**config.mk**
```make
export PLATFORM = sky130hd
export DESIGN_NAME = hgsb_mean_div
export DESIGN_NICKNAME = d
export VERILOG_FILES = /design/src/rtl/core/heat_grid_separable_blur_defines.svh /design/src/rtl/core/hgsb_mean_div.sv
export SDC_FILE = /design/constraint.sdc
export NUM_CORES = 1
export LEC_CHECK = 0
export BUFFER_PORTS_ARGS = -buffer_cell sky130_fd_sc_hd__clkbuf_2
export CAP_MARGIN = 30
export CORE_AREA = 5 5 85 87
export CTS_BUF_LIST = sky130_fd_sc_hd__clkbuf_4 sky130_fd_sc_hd__clkbuf_8
export DETAILED_ROUTE_END_ITERATION = 10
export DIE_AREA = 0 0 90 92
export PLACE_DENSITY = 0.66
export SLEW_MARGIN = 20
export SYNTH_ARGS = -nofsm -noshare
export SYNTH_HDL_FRONTEND = slang
export SYNTH_SLANG_ARGS = --single-unit
```
**constraint.sdc**
```tcl
create_clock -name clock -period 4.8 [get_ports clock]
set_input_delay 0.96 -clock clock [delete_from_list [all_inputs] [get_ports clock]]
set_output_delay 0.96 -clock clock [all_outputs]
set_load 0.01 [all_outputs]
```
**src/rtl/core/heat_grid_separable_blur_defines.svh**
```systemverilog
// ----------------------------------------------------------------------------
// heat grid separable blur: assertion macros
// shared concurrent assertion forms for the rtl modules of the heat grid
// ----------------------------------------------------------------------------
`ifndef HEAT_GRID_SEPARABLE_BLUR_DEFINES_SVH
`define HEAT_GRID_SEPARABLE_BLUR_DEFINES_SVH

// same-cycle implication
`define HGSB_ASSERT_IMPLY(label, clk, rst, ante, cons, msg) \
   label: assert property (@(posedge clk) disable iff (rst) (ante) |-> (cons)) \
      else $error(msg);

// next-cycle implication
`define HGSB_ASSERT_NEXT(label, clk, rst, ante, cons, msg) \
   label: assert property (@(posedge clk) disable iff (rst) (ante) |=> (cons)) \
      else $error(msg);

`endif

```
**src/rtl/core/hgsb_mean_div.sv**
```systemverilog
// ----------------------------------------------------------------------------
// hgsb_mean_div
// division by a fixed cell count: reciprocal multiply, then one correction
// ----------------------------------------------------------------------------
module hgsb_mean_div #(
   parameter int DIVISOR    = 1024,
   parameter int DIVIDEND_W = 25
) (
   input  logic                  clock,
   input  logic                  reset,
   input  logic                  start,
   input  logic [DIVIDEND_W-1:0] dividend,
   output logic                  busy,
   output logic                  done,
   output logic [DIVIDEND_W-1:0] quotient
);

   localparam longint RECIP   = (longint'(1) <<< DIVIDEND_W) / longint'(DIVISOR);
   localparam int     RECIP_W = $clog2(RECIP + 1);
   localparam int     PROD_W  = DIVIDEND_W + RECIP_W;
   localparam logic [RECIP_W-1:0]    RECIP_C = RECIP_W'(RECIP);
   localparam logic [DIVIDEND_W-1:0] DIV_C   = DIVIDEND_W'(DIVISOR);

   logic [DIVIDEND_W-1:0] num_ff;
   logic [DIVIDEND_W-1:0] num_in;
   logic [DIVIDEND_W-1:0] quo_ff;
   logic [DIVIDEND_W-1:0] quo_in;
   logic                  phase_ff;
   logic                  phase_in;
   logic                  busy_ff;
   logic                  busy_in;
   logic                  done_ff;
   logic                  done_in;
   logic [PROD_W-1:0]     prod;
   logic [DIVIDEND_W-1:0] back;
   logic [DIVIDEND_W-1:0] rem;

   always_comb begin
      num_in   = num_ff;
      quo_in   = quo_ff;
      phase_in = phase_ff;
      busy_in  = busy_ff;
      done_in  = 1'b0;

      // estimate is the quotient or one below it
      prod = PROD_W'(num_ff) * PROD_W'(RECIP_C);
      back = quo_ff * DIV_C;
      rem  = num_ff - back;

      if (busy_ff) begin
         if (!phase_ff) begin
            quo_in   = DIVIDEND_W'(prod[PROD_W-1:DIVIDEND_W]);
            phase_in = 1'b1;
         end else begin
            if (rem >= DIV_C) begin
               quo_in = quo_ff + DIVIDEND_W'(1);
            end
            busy_in = 1'b0;
            done_in = 1'b1;
         end
      end else if (start) begin
         num_in   = dividend;
         phase_in = 1'b0;
         busy_in  = 1'b1;
      end
   end

   always_ff @(posedge clock) begin
      if (reset) begin
         busy_ff  <= 1'b0;
         done_ff  <= 1'b0;
         phase_ff <= 1'b0;
      end else begin
         busy_ff  <= busy_in;
         done_ff  <= done_in;
         phase_ff <= phase_in;
      end
      num_ff <= num_in;
      quo_ff <= quo_in;
   end

   assign busy     = busy_ff;
   assign done     = done_ff;
   assign quotient = quo_ff;

endmodule
```
==> impl_metrics.json, run 1 <==
{
  "firstDrtPassIters": 4,
  "ant_nets": 0,
  "cap_violations": 0,
  "cpMaxStageDelayCell": "or4_1",
  "antenna_found_initial": 0,
  "path_max_fanout": 18,
  "crit_chain": "inv_1 -> ha_1 -> or4_1 -> o21ai_0 -> o21ba_1 -> a31oi_1 -> mux2_2 -> a41oi_2 -> buf_4",
  "area_growth_pct": 13.77,
  "syn-instance-count": 273,
  "ir_drop_uv": 127.4,
  "yosys_warnings": 0,
  "slowest_delay_ns": 0.52,
  "cp.required_ns": 4.79,
  "synthesis.area_um2": 2780,
  "grt-ovfl-total": 0,
  "finalSetupViolations": 0,
  "maxSlewHeadroom": 0.5439,
  "synth_seq_area_share": 0.4536,
  "p_int_mw": 0.6405,
  "clock_sinks": 43,
  "num_rows": 29,
  "cts_buffer_depth": 2,
  "grt_max_degree": 44,
  "route.detailed.wl_per_inst_um": 15.05,
  "viasPerCell": 5.405,
  "gp_congestion": 0.8566,
  "status": "completed",
  "synth.distinct_cells": 54,
  "synthArstFlopShare": 0,
  "clockRootBuffer": "clkbuf_8",
  "clock_skew_ns": 0.008095,
  "power_density_nw_per_um2": 290.6,
  "drive_gt1_frac": 0.2044,
  "cts_tree": "built",
  "post-route-drc-count": 0,
  "vias": 2135,
  "sequentialPowerShare": 0.508,
  "fmax_mhz": 290.1,
  "cts.hold.buffers_added": 0,
  "power.share.clock": 0.259,
  "final-hold-violation-count": 0,
  "endpoint": "quotient[16]",
  "coreArea_um2": 6277,
  "fin_crit_sh": 0.7181,
  "drtIter0Drc": 124,
  "startpoint_type": "flip-flop",
  "cts.repair.resized": 0,
  "ys_ff_latch": 43,
  "swShare": 0.3032,
  "start_util": 0.4429,
  "yosys_most_used_dff": "edfxtp_1",
  "r2r_start": "quotient[4]",
  "fillers": 593,
  "worstRegToRegCells": 9,
  "drt-total-wl_mm": 5.944,
  "rsz0062_at_grt": "false",
  "first_global_vias": 1991,
  "fp.dieW_um": 90,
  "yosysTopAreaCell": "edfxtp_1",
  "synth_nets": 317,
  "cp-startpoint": "quotient[4]",
  "die_h_um": 92,
  "tns_ns": 0,
  "critPathKind": "flip-flop to flip-flop",
  "post_cts_buffers": 0,
  "grt_pass1_wl_mm": 9.528,
  "antenna_cells": 0,
  "io_buffers": 44,
  "postLayoutCellArea_um2": 3163,
  "synth.avg_cell_area_um2": 10.18,
  "total_switching_power_mw": 0.2787,
  "cts-htree-levels": 2,
  "hold_path.class": "flip-flop to flip-flop",
  "grtUsageTotal": 0.1423,
  "yosys-top-cells-area": "edfxtp_1 (43%), xnor2_1 (7.2%), ha_1 (6.8%)",
  "r2r-end": "quotient[16]",
  "cp.arrival_ns": 3.43,
  "finalMaxSlewViolations": 0,
  "dpl_cell_area_um2": 3074,
  "leakagePower_nw": 1.250,
  "final.min_clock_period_ns": 3.447,
  "pwr-share-comb": 0.233,
  "die-area_um2": 8280,
  "synth_edf_count": 40,
  "io-pin-count": 55,
  "finalNetCount": 361,
  "synth_top_area_share": 0.4320,
  "clkLatencyLatePin_ns": 0.30,
  "worst_pin_slew_ns": 0.6828,
  "rrSetupSlack_ns": 1.35,
  "end_kind": "flip-flop",
  "dpl.hpwl_mm": 4.409,
  "path_clk_slew_ns": 0.09,
  "cts_made_buffers": 5
}
## how the worst min path moves through the flow
stage / cells after the start / end / slack, ns / start
6_report: 2 / done / 0.49 / busy
3_5_place_dp: 2 / done / 0.47 / busy
4_1_cts: 2 / done / 0.48 / busy
3_3_place_gp: 2 / done / 0.47 / busy
2_1_floorplan: 2 / done / 0.49 / busy
5_1_grt: 2 / done / 0.50 / busy
## synth_stat cells (2+ instances only)
library cell	count
nand2_1	13
xnor2_1	23
a21oi_1	26
inv_1	18
and2_1	12
and4_1	2
a31oi_1	2
clkbuf_1	8
nand4_1	5
or4_1	3
o22ai_1	2
o31a_1	2
nor3_1	2
o21a_1	3
xor2_1	5
nor2_1	28
ha_1	15
dfxtp_1	3
and3_1	3
nand2b_1	3
o21ai_0	8
a21o_1	3
edfxtp_1	40
o2111ai_1	2
nand3_1	12
buf_6	2
## metrics by stage
step | setup WS, ns | util | power [mW] | hold slack, ns | cells
final | 1.353 | 0.5039 | 0.9192 | 0.4871 | 395
after global routing | 1.154 | 0.5039 | 0.9697 | 0.5030 | 395
after CTS | 1.309 | 0.5039 | 0.9287 | 0.4830 | 395
after detailed placement | 1.317 | 0.4897 | 0.6892 | 0.4700 | 387
after global placement | 1.384 | 0.4897 | 0.6856 | 0.4676 | 387
after floorplan | 0.8454 | - | 0.6293 | 0.4888 | 273
## cell type report
type                       instances  area [µm²]  area share
clock buffer                       6       76.32     0.02413
clock inverter                     2       12.51    0.003956
inverter                          18       67.56     0.02136
multi-input combinational        202        1406      0.4446
sequential                        43        1261      0.3987
tap                               77       96.34     0.03046
timing repair buffer              47       242.7     0.07674
## layer usage
metal | wire length [µm] | part of all wire | track usage
met5 | 0 | 0 | 0
met3 | 264 | 0.044 | 0.03028
met4 | 127 | 0.021 | 0.06203
met1 | 2798 | 0.47 | 0.1918
met2 | 2754 | 0.46 | 0.2213
## layout by cell type (no fill, tap or decap), types with 2 or more instances in the layout
cell type,count
xnor2_1,23
nand2b_1,3
a21oi_1,26
a31oi_1,2
and4_1,2
nand3_1,12
nor2_1,28
dfxtp_1,3
or4_1,3
ha_1,15
xor2_1,5
o22ai_1,2
o21ai_0,8
nand4_1,5
and3_1,3
clkbuf_2,44
o21a_1,3
o2111ai_1,2
a21o_1,3
and2_1,12
inv_1,18
nor3_1,2
clkbuf_8,5
buf_4,3
edfxtp_1,40
o31a_1,2
nand2_1,13
## sequential cells by signal, indices dropped and copies added, names as in the netlist
name      cells
quotient     25
phase_ff      1
busy          1
num_ff       15
done          1
## power groups by stage
stage	Clock [mW]	Combinational (mW)	Sequential [mW]
after CTS	0.246	0.215	0.467
after global routing	0.261	0.238	0.471
after detailed placement	0	0.213	0.476
final	0.238	0.214	0.467
after floorplan	0	0.152	0.477
after global placement	0	0.210	0.475
## kinds of logic after synthesis
group | Yosys count | share of synthesized area
adders and majority gates | 16 | 0.07471
muxes | 2 | 0.007651
AOI/OAI and AO/OA | 63 | 0.1490
buffers and inverters | 28 | 0.04320
DFF | 43 | 0.4536
xor gates and xnor gates | 28 | 0.08821
and+or+nand+nor | 93 | 0.1836
## worst max-delay path: cells and delay by family (launching register included)
kind	cells	cell delay, ns
buffers and inverters	2	0.47
AO/OA/AOI/OAI	4	0.95
AND/OR/NAND/NOR	1	0.52
flip-flops	1	0.44
multiplexers	1	0.36
adder cells (fa/ha/maj)	1	0.38
Power figures use the tool's default switching activity.
==> inputs of run 2 (changes only) <==
- PLACE_DENSITY: 0.66 -> 0.69
- clock period: 4.8 -> 2.9 ns (I/O delays scaled with it)
==> impl_metrics.json, run 2 (synthesis gave the netlist of run 1 again) <==
{
  "status": "completed",
  "final.min_clock_period_ns": 2.844,
  "path_max_fanout": 8,
  "power_density_nw_per_um2": 484.6,
  "total_switching_power_mw": 0.5007,
  "ant_nets": 0,
  "cts-htree-levels": 2,
  "grt-ovfl-total": 0,
  "clock_skew_ns": 0.01002,
  "drive_gt1_frac": 0.3012,
  "dpl.hpwl_mm": 4.529,
  "fillers": 567,
  "dpl_cell_area_um2": 3247,
  "critPathKind": "flip-flop to flip-flop",
  "leakagePower_nw": 1.360,
  "hold_path.class": "input pin to flip-flop",
  "top_layer": "met4",
  "die-area_um2": 8280,
  "coreArea_um2": 6277,
  "fmax_mhz": 351.7,
  "cts_made_buffers": 5,
  "worst_pin_slew_ns": 0.5018,
  "cap_violations": 0,
  "final-hold-violation-count": 0,
  "maxSlewHeadroom": 0.6602,
  "clockRootBuffer": "clkbuf_8",
  "route.detailed.wl_per_inst_um": 15.57,
  "io-pin-count": 55,
  "antenna_cells": 0,
  "power.share.clock": 0.277,
  "start_util": 0.4429,
  "firstDrtPassIters": 4,
  "instances_no_fill": 409,
  "antenna_found_initial": 0,
  "largest_register_ffs": 25,
  "sequentialPowerShare": 0.451,
  "wl_met1_mm": 2.957,
  "layout.cells.most_common": "clkbuf_2",
  "vias": 2232,
  "io_buffers": 44,
  "finalSetupViolations": 0,
  "drt-total-wl_mm": 6.370,
  "startpoint_type": "flip-flop",
  "p_int_mw": 1.192,
  "dp_cells": 397,
  "final_cell_mix": "clkbuf_2 (44), edfxtp_1 (40), nor2_1 (28), a21oi_1 (25), xnor2_1 (23)",
  "routed-wl-met2_mm": 3.029,
  "drtIter0Drc": 139,
  "ir_drop_uv": 289.5,
  "fp.dieW_um": 90,
  "viasPerCell": 5.457,
  "end_kind": "flip-flop",
  "pwr-share-comb": 0.271,
  "num_rows": 29,
  "clock_sinks": 43,
  "grt_pass1_wl_mm": 10.12,
  "grt_max_degree": 44,
  "dr_wl_met3_um": 266,
  "cp.required_ns": 2.93,
  "path_clk_slew_ns": 0.09,
  "swShare": 0.2958,
  "cts_buffer_depth": 2,
  "first_global_vias": 2139,
  "die_h_um": 92,
  "clkLatencyLatePin_ns": 0.30,
  "fin_crit_sh": 0.9806,
  "cts_tree": "built",
  "cp.arrival_ns": 2.87,
  "grtUsageTotal": 0.1482,
  "area_growth_pct": 25.65,
  "postLayoutCellArea_um2": 3493,
  "gp_congestion": 0.8268,
  "post-route-drc-count": 0,
  "finalMaxSlewViolations": 0,
  "finalNetCount": 375
}
run 2: power groups by stage:
stage	sequential, mW	combinational (mW)	clock [mW]
after floorplan	0.791	0.275	0
after global placement	0.777	0.402	0
after detailed placement	0.778	0.411	0
after CTS	0.764	0.415	0.482
after global routing	0.770	0.502	0.509
final	0.764	0.459	0.470
run 2: path summary, 6_finish.rpt:
path                 from           end  slack [ns]  cells after the start
max           quotient[5]  quotient[10]        0.06                      9
min          dividend[16]    num_ff[16]        0.46                      1
max reg2reg   quotient[5]  quotient[10]        0.06                      9
min reg2reg          busy          done        0.49                      2
run 2: timing repair:
action                                  in CTS  in global routing
hold buffers                                 0                  0
gates resized for setup                      0                 19
endpoints found under the setup margin       0                 25
setup buffers                                0                  3
run 2: metrics by stage:
step                      hold WS [ns]  utilization  setup slack (ns)  power, mW  TNS (ns)
after detailed placement        0.4732       0.5172           0.03576      1.189         0
after floorplan                 0.4888            -          -0.02468      1.066   -0.6170
final                           0.4555       0.5565           0.05640      1.693         0
after global routing            0.4379       0.5565          -0.02682      1.781   -0.2841
after CTS                       0.4489       0.5352          0.003021      1.661         0
after global placement          0.4670       0.5172           0.07317      1.179         0
run 2: area by class of cell:
class                   instances  area [µm²]  share of cell area
flip-flops and latches         43        1261              0.3610
well taps                      77       96.34             0.02758
inverters                      18       70.07             0.02006
clock inverters                 3       43.79             0.01254
multi-input cells             202        1563              0.4473
repair buffers                 61       390.4              0.1117
clock buffers                   5       68.82             0.01970
run 2: metal layers:
layer,GRT usage,up-vias
li1,-,1117
met1,0.1958,1056
met2,0.2409,47
met3,0.03028,12
met4,0.05459,0
met5,0,-
run 2: critical path: stages (launching register included):
cell	delay (ns)
edfxtp_1	0.42
inv_2	0.06
ha_2	0.23
or4_1	0.51
o21ai_1	0.08
o21ba_1	0.19
a31oi_2	0.23
mux2_4	0.34
a41oi_4	0.31
clkbuf_16	0.22
