## src/rtl/core/heat_grid_separable_blur_defines.svh

```systemverilog
// ----------------------------------------------------------------------------
// heat grid separable blur: assertion macros
// shared concurrent assertion forms for the rtl modules of the heat grid
// ----------------------------------------------------------------------------
`ifndef HEAT_GRID_SEPARABLE_BLUR_DEFINES_SVH
`define HEAT_GRID_SEPARABLE_BLUR_DEFINES_SVH

// same-cycle implication
`define HGSB_ASSERT_IMPLY(label, clk, rst, ante, cons, msg) \
   label: assert property (@(posedge clk) disable iff (rst) (ante) |-> (cons)) \
      else $error(msg);

// next-cycle implication
`define HGSB_ASSERT_NEXT(label, clk, rst, ante, cons, msg) \
   label: assert property (@(posedge clk) disable iff (rst) (ante) |=> (cons)) \
      else $error(msg);

`endif

```

## src/rtl/core/hgsb_pkg.sv

```systemverilog
// ----------------------------------------------------------------------------
// hgsb_pkg
// widths, codes, constants and shared types of the heat grid blur block
// ----------------------------------------------------------------------------
package hgsb_pkg;

   localparam int HEAT_W     = 27;
   localparam int TEXEL_W    = 13;
   localparam int MEAN_W     = 15;
   localparam int FUNC_W     = 2;
   localparam int COORD_W    = 5;
   localparam int KERN_SUM_W = HEAT_W + 5;
   localparam int KERN_SHIFT = 5;

   typedef logic [HEAT_W-1:0] heat_type;

   localparam heat_type HEAT_HALF = HEAT_W'(2048);
   localparam heat_type HEAT_ONE  = HEAT_W'(4096);
   localparam heat_type HEAT_MAX  = HEAT_W'(134217727);
   localparam heat_type BLUR_CAP  = HEAT_W'(16384);

   localparam logic [KERN_SUM_W-1:0] KERN_ROUND = KERN_SUM_W'(16);
   localparam logic [MEAN_W-1:0]     MEAN_RESET = MEAN_W'(2048);

   localparam logic [FUNC_W-1:0] FUNC_DEPOSIT = 2'd0;
   localparam logic [FUNC_W-1:0] FUNC_READ    = 2'd1;
   localparam logic [FUNC_W-1:0] FUNC_BLUR    = 2'd2;

   typedef struct packed {
      logic shift;
      logic emit;
   } tap_ctl_type;

endpackage

```

## src/rtl/core/hgsb_kernel5.sv

```systemverilog
// ----------------------------------------------------------------------------
// hgsb_kernel5
// five tap sliding window, weights 5 1 20 1 5 over 32, rounded, registered
// ----------------------------------------------------------------------------
module hgsb_kernel5
   import hgsb_pkg::*;
(
   input  logic        clock,
   input  logic        reset,
   input  tap_ctl_type tap_ctl,
   input  heat_type    tap_data,
   output logic        res_valid,
   output heat_type    res_data
);

   heat_type                win_ff [5];
   heat_type                win_in [5];
   logic                    emit_ff;
   logic                    emit_in;
   logic                    valid_ff;
   logic                    valid_in;
   heat_type                res_ff;
   heat_type                res_in;
   logic [KERN_SUM_W-1:0]   sum;
   logic [KERN_SUM_W-1:0]   rnd;

   always_comb begin
      for (int i = 0; i < 5; i++) begin
         win_in[i] = win_ff[i];
      end
      if (tap_ctl.shift) begin
         for (int i = 0; i < 4; i++) begin
            win_in[i] = win_ff[i+1];
         end
         win_in[4] = tap_data;
      end
      emit_in = tap_ctl.shift && tap_ctl.emit;

      sum = ({5'b0, win_ff[0]} << 2) + {5'b0, win_ff[0]}
          + {5'b0, win_ff[1]}
          + ({5'b0, win_ff[2]} << 4) + ({5'b0, win_ff[2]} << 2)
          + {5'b0, win_ff[3]}
          + ({5'b0, win_ff[4]} << 2) + {5'b0, win_ff[4]};
      rnd      = sum + KERN_ROUND;
      res_in   = rnd[KERN_SUM_W-1:KERN_SHIFT];
      valid_in = emit_ff;
   end

   always_ff @(posedge clock) begin
      if (reset) begin
         emit_ff  <= 1'b0;
         valid_ff <= 1'b0;
      end else begin
         emit_ff  <= emit_in;
         valid_ff <= valid_in;
      end
      for (int i = 0; i < 5; i++) begin
         win_ff[i] <= win_in[i];
      end
      res_ff <= res_in;
   end

   assign res_valid = valid_ff;
   assign res_data  = res_ff;

endmodule

```

## config.mk

```make
export PLATFORM = sky130hd
export DESIGN_NAME = hgsb_kernel5
export DESIGN_NICKNAME = d
export VERILOG_FILES = /design/src/rtl/core/heat_grid_separable_blur_defines.svh /design/src/rtl/core/hgsb_pkg.sv /design/src/rtl/core/hgsb_kernel5.sv
export SDC_FILE = /design/constraint.sdc
export NUM_CORES = 1
export LEC_CHECK = 0
export ABC_CLOCK_PERIOD_IN_PS = 9800
export BUFFER_PORTS_ARGS = -buffer_cell sky130_fd_sc_hd__buf_2
export CORE_MARGIN = 5
export CORE_UTILIZATION = 65
export CTS_CLUSTER_SIZE = 24
export DETAILED_ROUTE_END_ITERATION = 10
export GPL_TIMING_DRIVEN = 0
export PLACE_DENSITY = 0.84
export SETUP_SLACK_MARGIN = 0.4
export SLEW_MARGIN = 20
export SYNTH_ARGS = -nofsm -noshare
export SYNTH_HDL_FRONTEND = slang
export SYNTH_SLANG_ARGS = --single-unit
```

## constraint.sdc

```tcl
create_clock -name clock -period 9.8 [get_ports clock]
set_input_delay 2.45 -clock clock [delete_from_list [all_inputs] [get_ports clock]]
set_output_delay 2.45 -clock clock [all_outputs]
set_load 0.05 [all_outputs]
```

==> results of run 1 <==
worst reg2reg max path, delay by kind of cell (launching register included):
kind / cells / cell delay, ns
adder cells (fa/ha/maj): 5 / 2.18
AO/OA/AOI/OAI: 4 / 1.19
flip-flops: 1 / 0.41
buffers and inverters: 4 / 0.35
multiplexers: 1 / 0.27
AND/OR/NAND/NOR: 2 / 0.29
worst paths after layout:
path | start | to
max | win_ff[2][4] | res_data[24]
min | emit_ff | res_valid
max reg2reg | win_ff[2][4] | res_data[24]
min reg2reg | emit_ff | res_valid
routing by layer:
layer / up-vias / share of wire [%] / GRT usage (%)
li1: 2837 / - / -
met1: 3038 / 43 / 28.7
met2: 122 / 51 / 37.1
met3: 33 / 3.6 / 4.45
met4: 0 / 2.3 / 7.57
met5: - / 0 / 0
sequential cells by signal, indices dropped and copies added, names as in the netlist:
signal and cells:
res_data 27, res_valid 1, emit_ff 1, win_ff 135
placed cells by master, fill, tap and decap left out, types with 2 or more instances in the layout:
cell,count
a31oi_1,5
clkbuf_1,4
xor2_1,7
o211ai_1,5
o21a_1,7
nor3_1,9
clkinv_2,4
or3_1,2
xnor2_1,15
clkbuf_8,4
a211o_1,3
ha_1,58
clkbuf_16,17
clkinvlp_4,2
a21oi_1,22
a211oi_1,6
a21o_1,8
edfxtp_1,135
a21boi_0,2
nor2_1,19
nor2b_1,2
dfxtp_1,29
nand3_1,7
nand2_1,21
clkinv_4,2
and2_1,2
o21ai_0,12
nor4_1,3
and3_1,2
buf_2,59
inv_1,303
fa_1,156
nand4_1,5
through the flow:
step | std cells | setup WS [ns]
2_1_floorplan | 868 | 5.41
3_3_place_gp | 1146 | 4.72
3_5_place_dp | 1147 | 5.02
4_1_cts | 1178 | 4.97
5_1_grt | 1178 | 4.69
6_report | 1178 | 5.02
synth_stat cells, types with 2 or more instances:
cell type / n / area [um^2]
a211o_1: 3 / 26.3
a211oi_1: 6 / 45.0
a21boi_0: 2 / 15.0
a21o_1: 8 / 60.1
a21oi_1: 22 / 110
a31oi_1: 5 / 31.3
and2_1: 2 / 12.5
and3_1: 2 / 12.5
buf_2: 2 / 10.0
clkbuf_1: 2 / 7.51
dfxtp_1: 29 / 581
edfxtp_1: 135 / 4050
fa_1: 156 / 3120
ha_1: 58 / 726
inv_1: 303 / 1140
nand2_1: 21 / 78.8
nand3_1: 7 / 35.0
nand4_1: 5 / 31.3
nor2_1: 19 / 71.3
nor2b_1: 2 / 12.5
nor3_1: 9 / 45.0
nor4_1: 3 / 18.8
o211ai_1: 5 / 37.5
o21a_1: 7 / 52.6
o21ai_0: 12 / 60.1
or3_1: 2 / 12.5
xnor2_1: 15 / 131
xor2_1: 7 / 61.3
layout make-up:
class | instances | area (um^2) | area share, %
Buffer | 4 | 17.5 | 0.146
Clock buffer | 23 | 488 | 4.08
Clock inverter | 8 | 52.6 | 0.439
Inverter | 303 | 1140 | 9.51
Multi-Input combinational cell | 397 | 5030 | 42.0
Sequential cell | 164 | 4630 | 38.8
Tap cell | 220 | 275 | 2.30
Timing Repair Buffer | 59 | 328 | 2.74
kinds of logic (layout without fill, tap and decap cells):
family          count (synthesis)  count (layout)  synth area share, %
buf+inv                       307             397                 10.7
fa+ha+maj                     214             214                 35.6
flops                         164             164                 42.9
compound gates                 84              84                 5.54
simple gates                   76              76                 3.47
xor+xnor                       22              22                 1.78
mux                             1               1               0.0926
==> results.cfg, run 1 <==
[clock_network]
post_cts_buffers = 0
clkLatencyLatePin_ns = 0.44
hold_buffers = 0
htreeDepth = 4
clk_pin_slew_ns = 0.06
cts_buffer_depth = 2
root_buffer = clkbuf_16
clkSinkCount = 164
cts_tree = yes
numCtsBuffers = 17
cts.repair.resized = 0

[hold_path]
min_path_type = flop to flop
min_path_cells = 1

[route]
wirelength_um = 19300
vias_per_cell = 5.12
first_pass_iters = 4
wl_per_cell_um = 16.4
via_count = 6030
drt-initial-drc-count = 339
drc = 0
antenna_left = 0

[timing]
tightest_slew_ns = 0.607
hold_violations = 0
slew_headroom_pct = 59.6
whs_ns = 0.441
tns_ns = 0
skew_ns = 0.0127
grt_setup_unrepaired = no
min_period_ns = 4.78
finalSetupViolCount = 0
drv_slew = 0
fin_crit_sh_pct = 48.8
fmax_mhz = 209

[layout]
utilization_pct = 72.6
n_fill_cell = 1073
nets = 1191
diodes = 0
layout-drive-gt1-share_pct = 10.5
final_cell_area_mm2 = 0.0120
syn_to_final_growth_pct = 10.6

[setup_path]
reg2reg_slack_ns = 5.02
crit_cells = 16
startpoint_type = flop
crit_slowest_cell = fa_1
cp-end-kind = flop
max_stage_delay_ns = 0.50
crit_arrival_ns = 5.13
cp_num_buf_inv = 4
critical_path_class = flop to flop
cp_cell_sequence = inv_1 > fa_1 > inv_1 > fa_1 > fa_1 > inv_1 > fa_1 > inv_1 > ha_1 > and2_4 > a221o_1 > o21a_4 > a31oi_2 > nor3_2 > a311oi_2 > mux2i_1
cp.required_ns = 10.15
cp_top_family = adder cells
reg2reg_depth = 16
worstPathMaxFanout = 4

[place]
portBuffers = 58
place_congestion = 0.835
hpwl_um = 15100
place_area_mm2 = 0.0114

[die]
die_area_mm2 = 0.0193
row_count = 47
die_w_um = 139
core_area_mm2 = 0.0165
io_pins = 59
fp.dieH_um = 139
start_util_pct = 65.7

[logic_synthesis]
ys.flop_type = edfxtp_1
avgSynthCellArea_um2 = 12.5
ys_ff_latch = 164
synth_cell_types = 47
netlist_area_mm2 = 0.0108
ys_seq_area_share_pct = 42.9
synth_nets = 1113
syn_inst = 868
yosys_warnings = 0
async_flop_share_pct = 0
synth_edf_count = 135

[global_route]
grt_usage_pct = 21.9
grt_overflow = 0
grt_pass1_vias = 6817
grt_pass1_wl_um = 33300
antenna_found_initial = 0
grt_max_degree = 80

[run_status]
status = complete, no violations

[run]
cap_violations = 0
Power of run 1 is not shown: default switching activity piles up to over one toggle a cycle in this logic, so the estimate is an artifact.
==> run 2: changes to the inputs <==
- ABC_CLOCK_PERIOD_IN_PS: 9800 -> 4450
- CORE_UTILIZATION: 65 -> 62
- PLACE_DENSITY: 0.84 -> 0.81
- clock period: 9.8 -> 4.45 ns (I/O delays scaled with it)
==> run 2 against run 1 <==
Effect of this change:
- the run now ends with negative setup slack left
- cell area rose by 4.3%
- sequential share of layout area fell by 1.6 points
- highest routed layer unchanged
- clock-buffer cell count fell by 4
- cell count rose by 2.1%
- die area rose by 4.5%
- maximum frequency rose by 1.8%
- utilization barely moved
- wire length rose by 5.7%
- register-to-register slack got worse by 5.3 ns
==> results.cfg, run 2 (synthesis results as in run 1) <==
[run_status]
status = finished with violations
failed_checks = negative setup slack

[clock_network]
clkSinkCount = 164
cts_tree = yes
clk_pin_slew_ns = 0.06
clkLatencyLatePin_ns = 0.44
hold_buffers = 0
htreeDepth = 4
cts_buffer_depth = 2
numCtsBuffers = 17
root_buffer = clkbuf_16

[place]
hpwl_um = 14600
place_congestion = 0.841
portBuffers = 58

[timing]
hold_violations = 0
min_period_ns = 4.70
fin_crit_sh_pct = 106
setup_slack_ns = -0.246
drv_slew = 0
finalSetupViolCount = 14
tns_ns = -2.04
slew_headroom_pct = 49.9
grt_setup_unrepaired = yes
skew_ns = 0.0102
fmax_mhz = 213
tightest_slew_ns = 0.743

[setup_path]
cp.required_ns = 4.78
cp_num_buf_inv = 2
worstPathMaxFanout = 4
cp-end-kind = flop
cp_top_family = adder cells
startpoint_type = flop
crit_arrival_ns = 5.02
worst_path_most_repeated_cell = fa_1
max_stage_delay_ns = 0.57
critical_path_class = flop to flop
cp_cell_sequence = fa_1 > fa_1 > fa_1 > fa_1 > ha_1 > nand4_1 > nor4b_4 > o21a_4 > buf_12 > a21oi_4 > o31ai_4 > buf_6 > nor4_2 > a2111oi_4
crit_slowest_cell = fa_1

[layout]
syn_to_final_growth_pct = 15.3
largest_reg_flops = 135
layout-drive-gt1-share_pct = 16.8
regMostFlops = win_ff
mostFrequentLayoutCell = inv_1
multi_input_area_mm2 = 0.00527
diodes = 0
final-seq-area_mm2 = 0.00463
n_fill_cell = 1119
most-common-layout-cells = inv_1 (292), fa_1 (154), edfxtp_1 (135)
nets = 1210

[global_route]
grt_overflow = 0
grt_max_degree = 79
grt_pass1_vias = 6870
antenna_found_initial = 0
grt_usage_pct = 22.0
grt_pass1_wl_um = 33900

[die]
die_w_um = 142
fp.dieH_um = 142
start_util_pct = 63.0
row_count = 48
io_pins = 59
core_area_mm2 = 0.0172
die_area_mm2 = 0.0202

[run]
cap_violations = 0

[route]
vias_per_cell = 5.18
first_pass_iters = 5
wirelength_um = 20400
wl_per_cell_um = 16.9
drc = 0
via_count = 6228
drt-initial-drc-count = 403
antenna_left = 0

[hold_path]
min_path_type = flop to flop
## run 2: cell count changes in the layout (fill, tap and decap cells not counted), moves of 6 or more
cell / delta
inv_1: -11
inv_2: +11
a21oi_1: -6
buf_4: +16
ha_1: -6
## run 2: cell type report
cell class / instances / area share (%)
multi-input cells: 397 / 42.2
flip-flops and latches: 164 / 37.2
inverters: 303 / 9.12
repair buffers: 78 / 3.93
clock buffers: 19 / 3.47
well taps: 225 / 2.26
clock inverters: 13 / 1.66
plain buffers: 4 / 0.181
## run 2: repair_timing
action                     CTS  global route
hold endpoints to repair     0             0
pin swaps                   22            13
cloned                       0             0
resized for setup           31            21
buffers inserted            14             5
setup endpoints to repair   24            24
## run 2: metrics by stage
stage | worst slack (ns) | util (%) | std cells | hold WS [ns] | cell area (um^2)
floorplan | 0.205 | - | 868 | 0.414 | 10900
global placement | -0.243 | 66.6 | 1151 | 0.420 | 11400
detailed placement | -0.270 | 66.8 | 1152 | 0.429 | 11500
CTS | -0.152 | 71.9 | 1198 | 0.444 | 12300
global route | -0.443 | 72.6 | 1203 | 0.456 | 12500
finish | -0.246 | 72.6 | 1203 | 0.441 | 12500
## run 2: final timing paths
check / startpoint / end / slack (ns) / depth (start not counted)
setup / recovery: win_ff[4][2] / res_data[19] / -0.25 / 14
hold / removal: emit_ff / res_valid / 0.44 / 1
setup reg to reg: win_ff[4][2] / res_data[19] / -0.25 / 14
hold reg to reg: emit_ff / res_valid / 0.44 / 1
## run 2: per-layer routing
metal,vias to the layer above,global-route usage (%),wire (um),part of all wire (%)
met5,-,0,0,0
met4,0,6.82,437,2.1
met3,38,4.40,990,4.9
met2,165,37.6,10600,52
met1,3148,28.8,8330,41
li1,2877,-,-,-
Power of run 2 is left out for the same reason.
==> run 3: changes to the inputs <==
- ABC_CLOCK_PERIOD_IN_PS: 4450 -> 4200
- CORE_UTILIZATION: 62 -> 56
- PLACE_DENSITY: 0.81 -> 0.77
- clock period: 4.45 -> 4.2 ns (I/O delays scaled with it)
==> run 3 against run 2 <==
Effect of this change:
- the run still ends with negative setup slack left
- cell count up 3.7%
- sequential share of layout area decreased by 0.57 points
- non-clock buffer count rose by 10
- global-route usage decreased by 3.4 points
- sequential cell count unchanged
- worst setup slack worse by 0.37 ns
- maximum frequency is 2.4% lower
- worst hold slack better by 0.0060 ns
- first-iteration DRC count fell by 24%
==> results.cfg, run 3 (synthesis results as in run 1) <==
[timing]
grt_setup_unrepaired = yes
skew_ns = 0.0107
tns_ns = -9.26
fmax_mhz = 208
hold_violations = 0
tightest_slew_ns = 0.712
drv_slew = 0
slew_headroom_pct = 52.1
setup_slack_ns = -0.614
finalSetupViolCount = 23
min_period_ns = 4.81
fin_crit_sh_pct = 115

[run_status]
failed_checks = negative setup slack
status = finished with violations

[run]
cap_violations = 0

[layout]
syn_to_final_growth_pct = 17.1
n_fill_cell = 1292
final-seq-area_mm2 = 0.00463
mostFrequentLayoutCell = inv_1
nets = 1220
largest_reg_flops = 135
multi_input_area_mm2 = 0.00537
most-common-layout-cells = inv_1 (292), fa_1 (156), edfxtp_1 (135)
final_cells = 1248
diodes = 0
layout-drive-gt1-share_pct = 18.3
regMostFlops = win_ff
utilization_pct = 67.3
final_cell_area_mm2 = 0.0127

[hold_path]
min_path_cells = 0
worstHoldStart = win_ff[3][21]
min_to = win_ff[2][21]
min_path_type = flop to flop

[clock_network]
root_buffer = clkbuf_16
clk_pin_slew_ns = 0.06
clkSinkCount = 164
hold_buffers = 0
htreeDepth = 4
numCtsBuffers = 17
cts_tree = yes
cts_buffer_depth = 2
clkLatencyLatePin_ns = 0.43

[setup_path]
cp_num_buf_inv = 3
r2r_start = win_ff[4][17]
cp_top_family = adder cells
startpoint_type = flop
crit_arrival_ns = 5.11
cp.required_ns = 4.50
max_stage_delay_ns = 0.57
worst_path_most_repeated_cell = fa_1
r2r-end = res_data[23]
crit_slowest_cell = fa_1
worstPathMaxFanout = 10
cp_cell_sequence = inv_1 > fa_1 > inv_1 > fa_1 > fa_1 > fa_1 > ha_1 > buf_1 > a21oi_1 > o21ai_1 > a21oi_1 > o21ai_0 > a21o_1 > a31oi_4 > xnor2_2
cp-end-kind = flop
reg2reg_slack_ns = -0.61
reg2reg_depth = 15
critical_path_class = flop to flop

[route]
wirelength_um = 19600
drt-initial-drc-count = 308
vias_per_cell = 4.94
via_count = 6166
antenna_left = 0
drc = 0
wl_per_cell_um = 15.7
first_pass_iters = 5

[global_route]
grt_usage_pct = 18.6
grt_max_degree = 74
antenna_found_initial = 0
grt_pass1_vias = 6607
grt_pass1_wl_um = 32100
grt_overflow = 0

[die]
die_w_um = 149
die_area_mm2 = 0.0222
row_count = 50
fp.dieH_um = 149
io_pins = 59
start_util_pct = 57.4
core_area_mm2 = 0.0188

[place]
hpwl_um = 14300
place_inst = 1187
place_congestion = 0.858
place_area_mm2 = 0.0115
portBuffers = 58
-- run 3: changes by cell type in the layout (fill, tap and decap cells not counted), sizes merged --
cell,delta
clkinvlp,+1
buf,+11
clkinv,+2
clkbuf,-3
bufinv,-2
inv,+1
-- run 3: layout make-up --
class / count / area share [%]
sequential: 164 / 36.6
clock buffer: 17 / 3.36
multi-input combinational: 397 / 42.4
buffer: 4 / 0.138
tap: 260 / 2.57
timing repair buffer: 88 / 4.72
clock inverter: 15 / 1.28
inverter: 303 / 8.98
-- run 3: worst max path at each step --
stage	cells past startpoint	start	to
after floorplan	16	win_ff[2][2]	res_data[19]
after global routing	15	win_ff[4][17]	res_data[23]
after global placement	16	win_ff[2][4]	res_data[19]
after detailed placement	16	win_ff[2][3]	res_data[19]
final	15	win_ff[4][17]	res_data[23]
after CTS	16	win_ff[3][5]	res_data[24]
-- run 3: metrics by stage --
| step | setup WS (ns) | hold WS (ns) |
|---|---|---|
| finish | -0.614 | 0.447 |
| floorplan | -0.0451 | 0.414 |
| CTS | -0.509 | 0.448 |
| global route | -0.886 | 0.454 |
| detailed placement | -0.566 | 0.430 |
| global placement | -0.503 | 0.425 |
-- run 3: routing by layer --
| metal | GRT usage, % | wire, um |
|---|---|---|
| met1 | 25.6 | 8660 |
| met2 | 30.1 | 9670 |
| met3 | 3.28 | 727 |
| met4 | 6.36 | 567 |
| met5 | 0 | 0 |
-- run 3: what timing repair did --
action,CTS,global route
cloned,0,0
gates resized for setup,43,35
setup buffers,14,15
pin swaps,25,23
endpoints found under the setup margin,25,26
Power of run 3 is left out for the same reason.
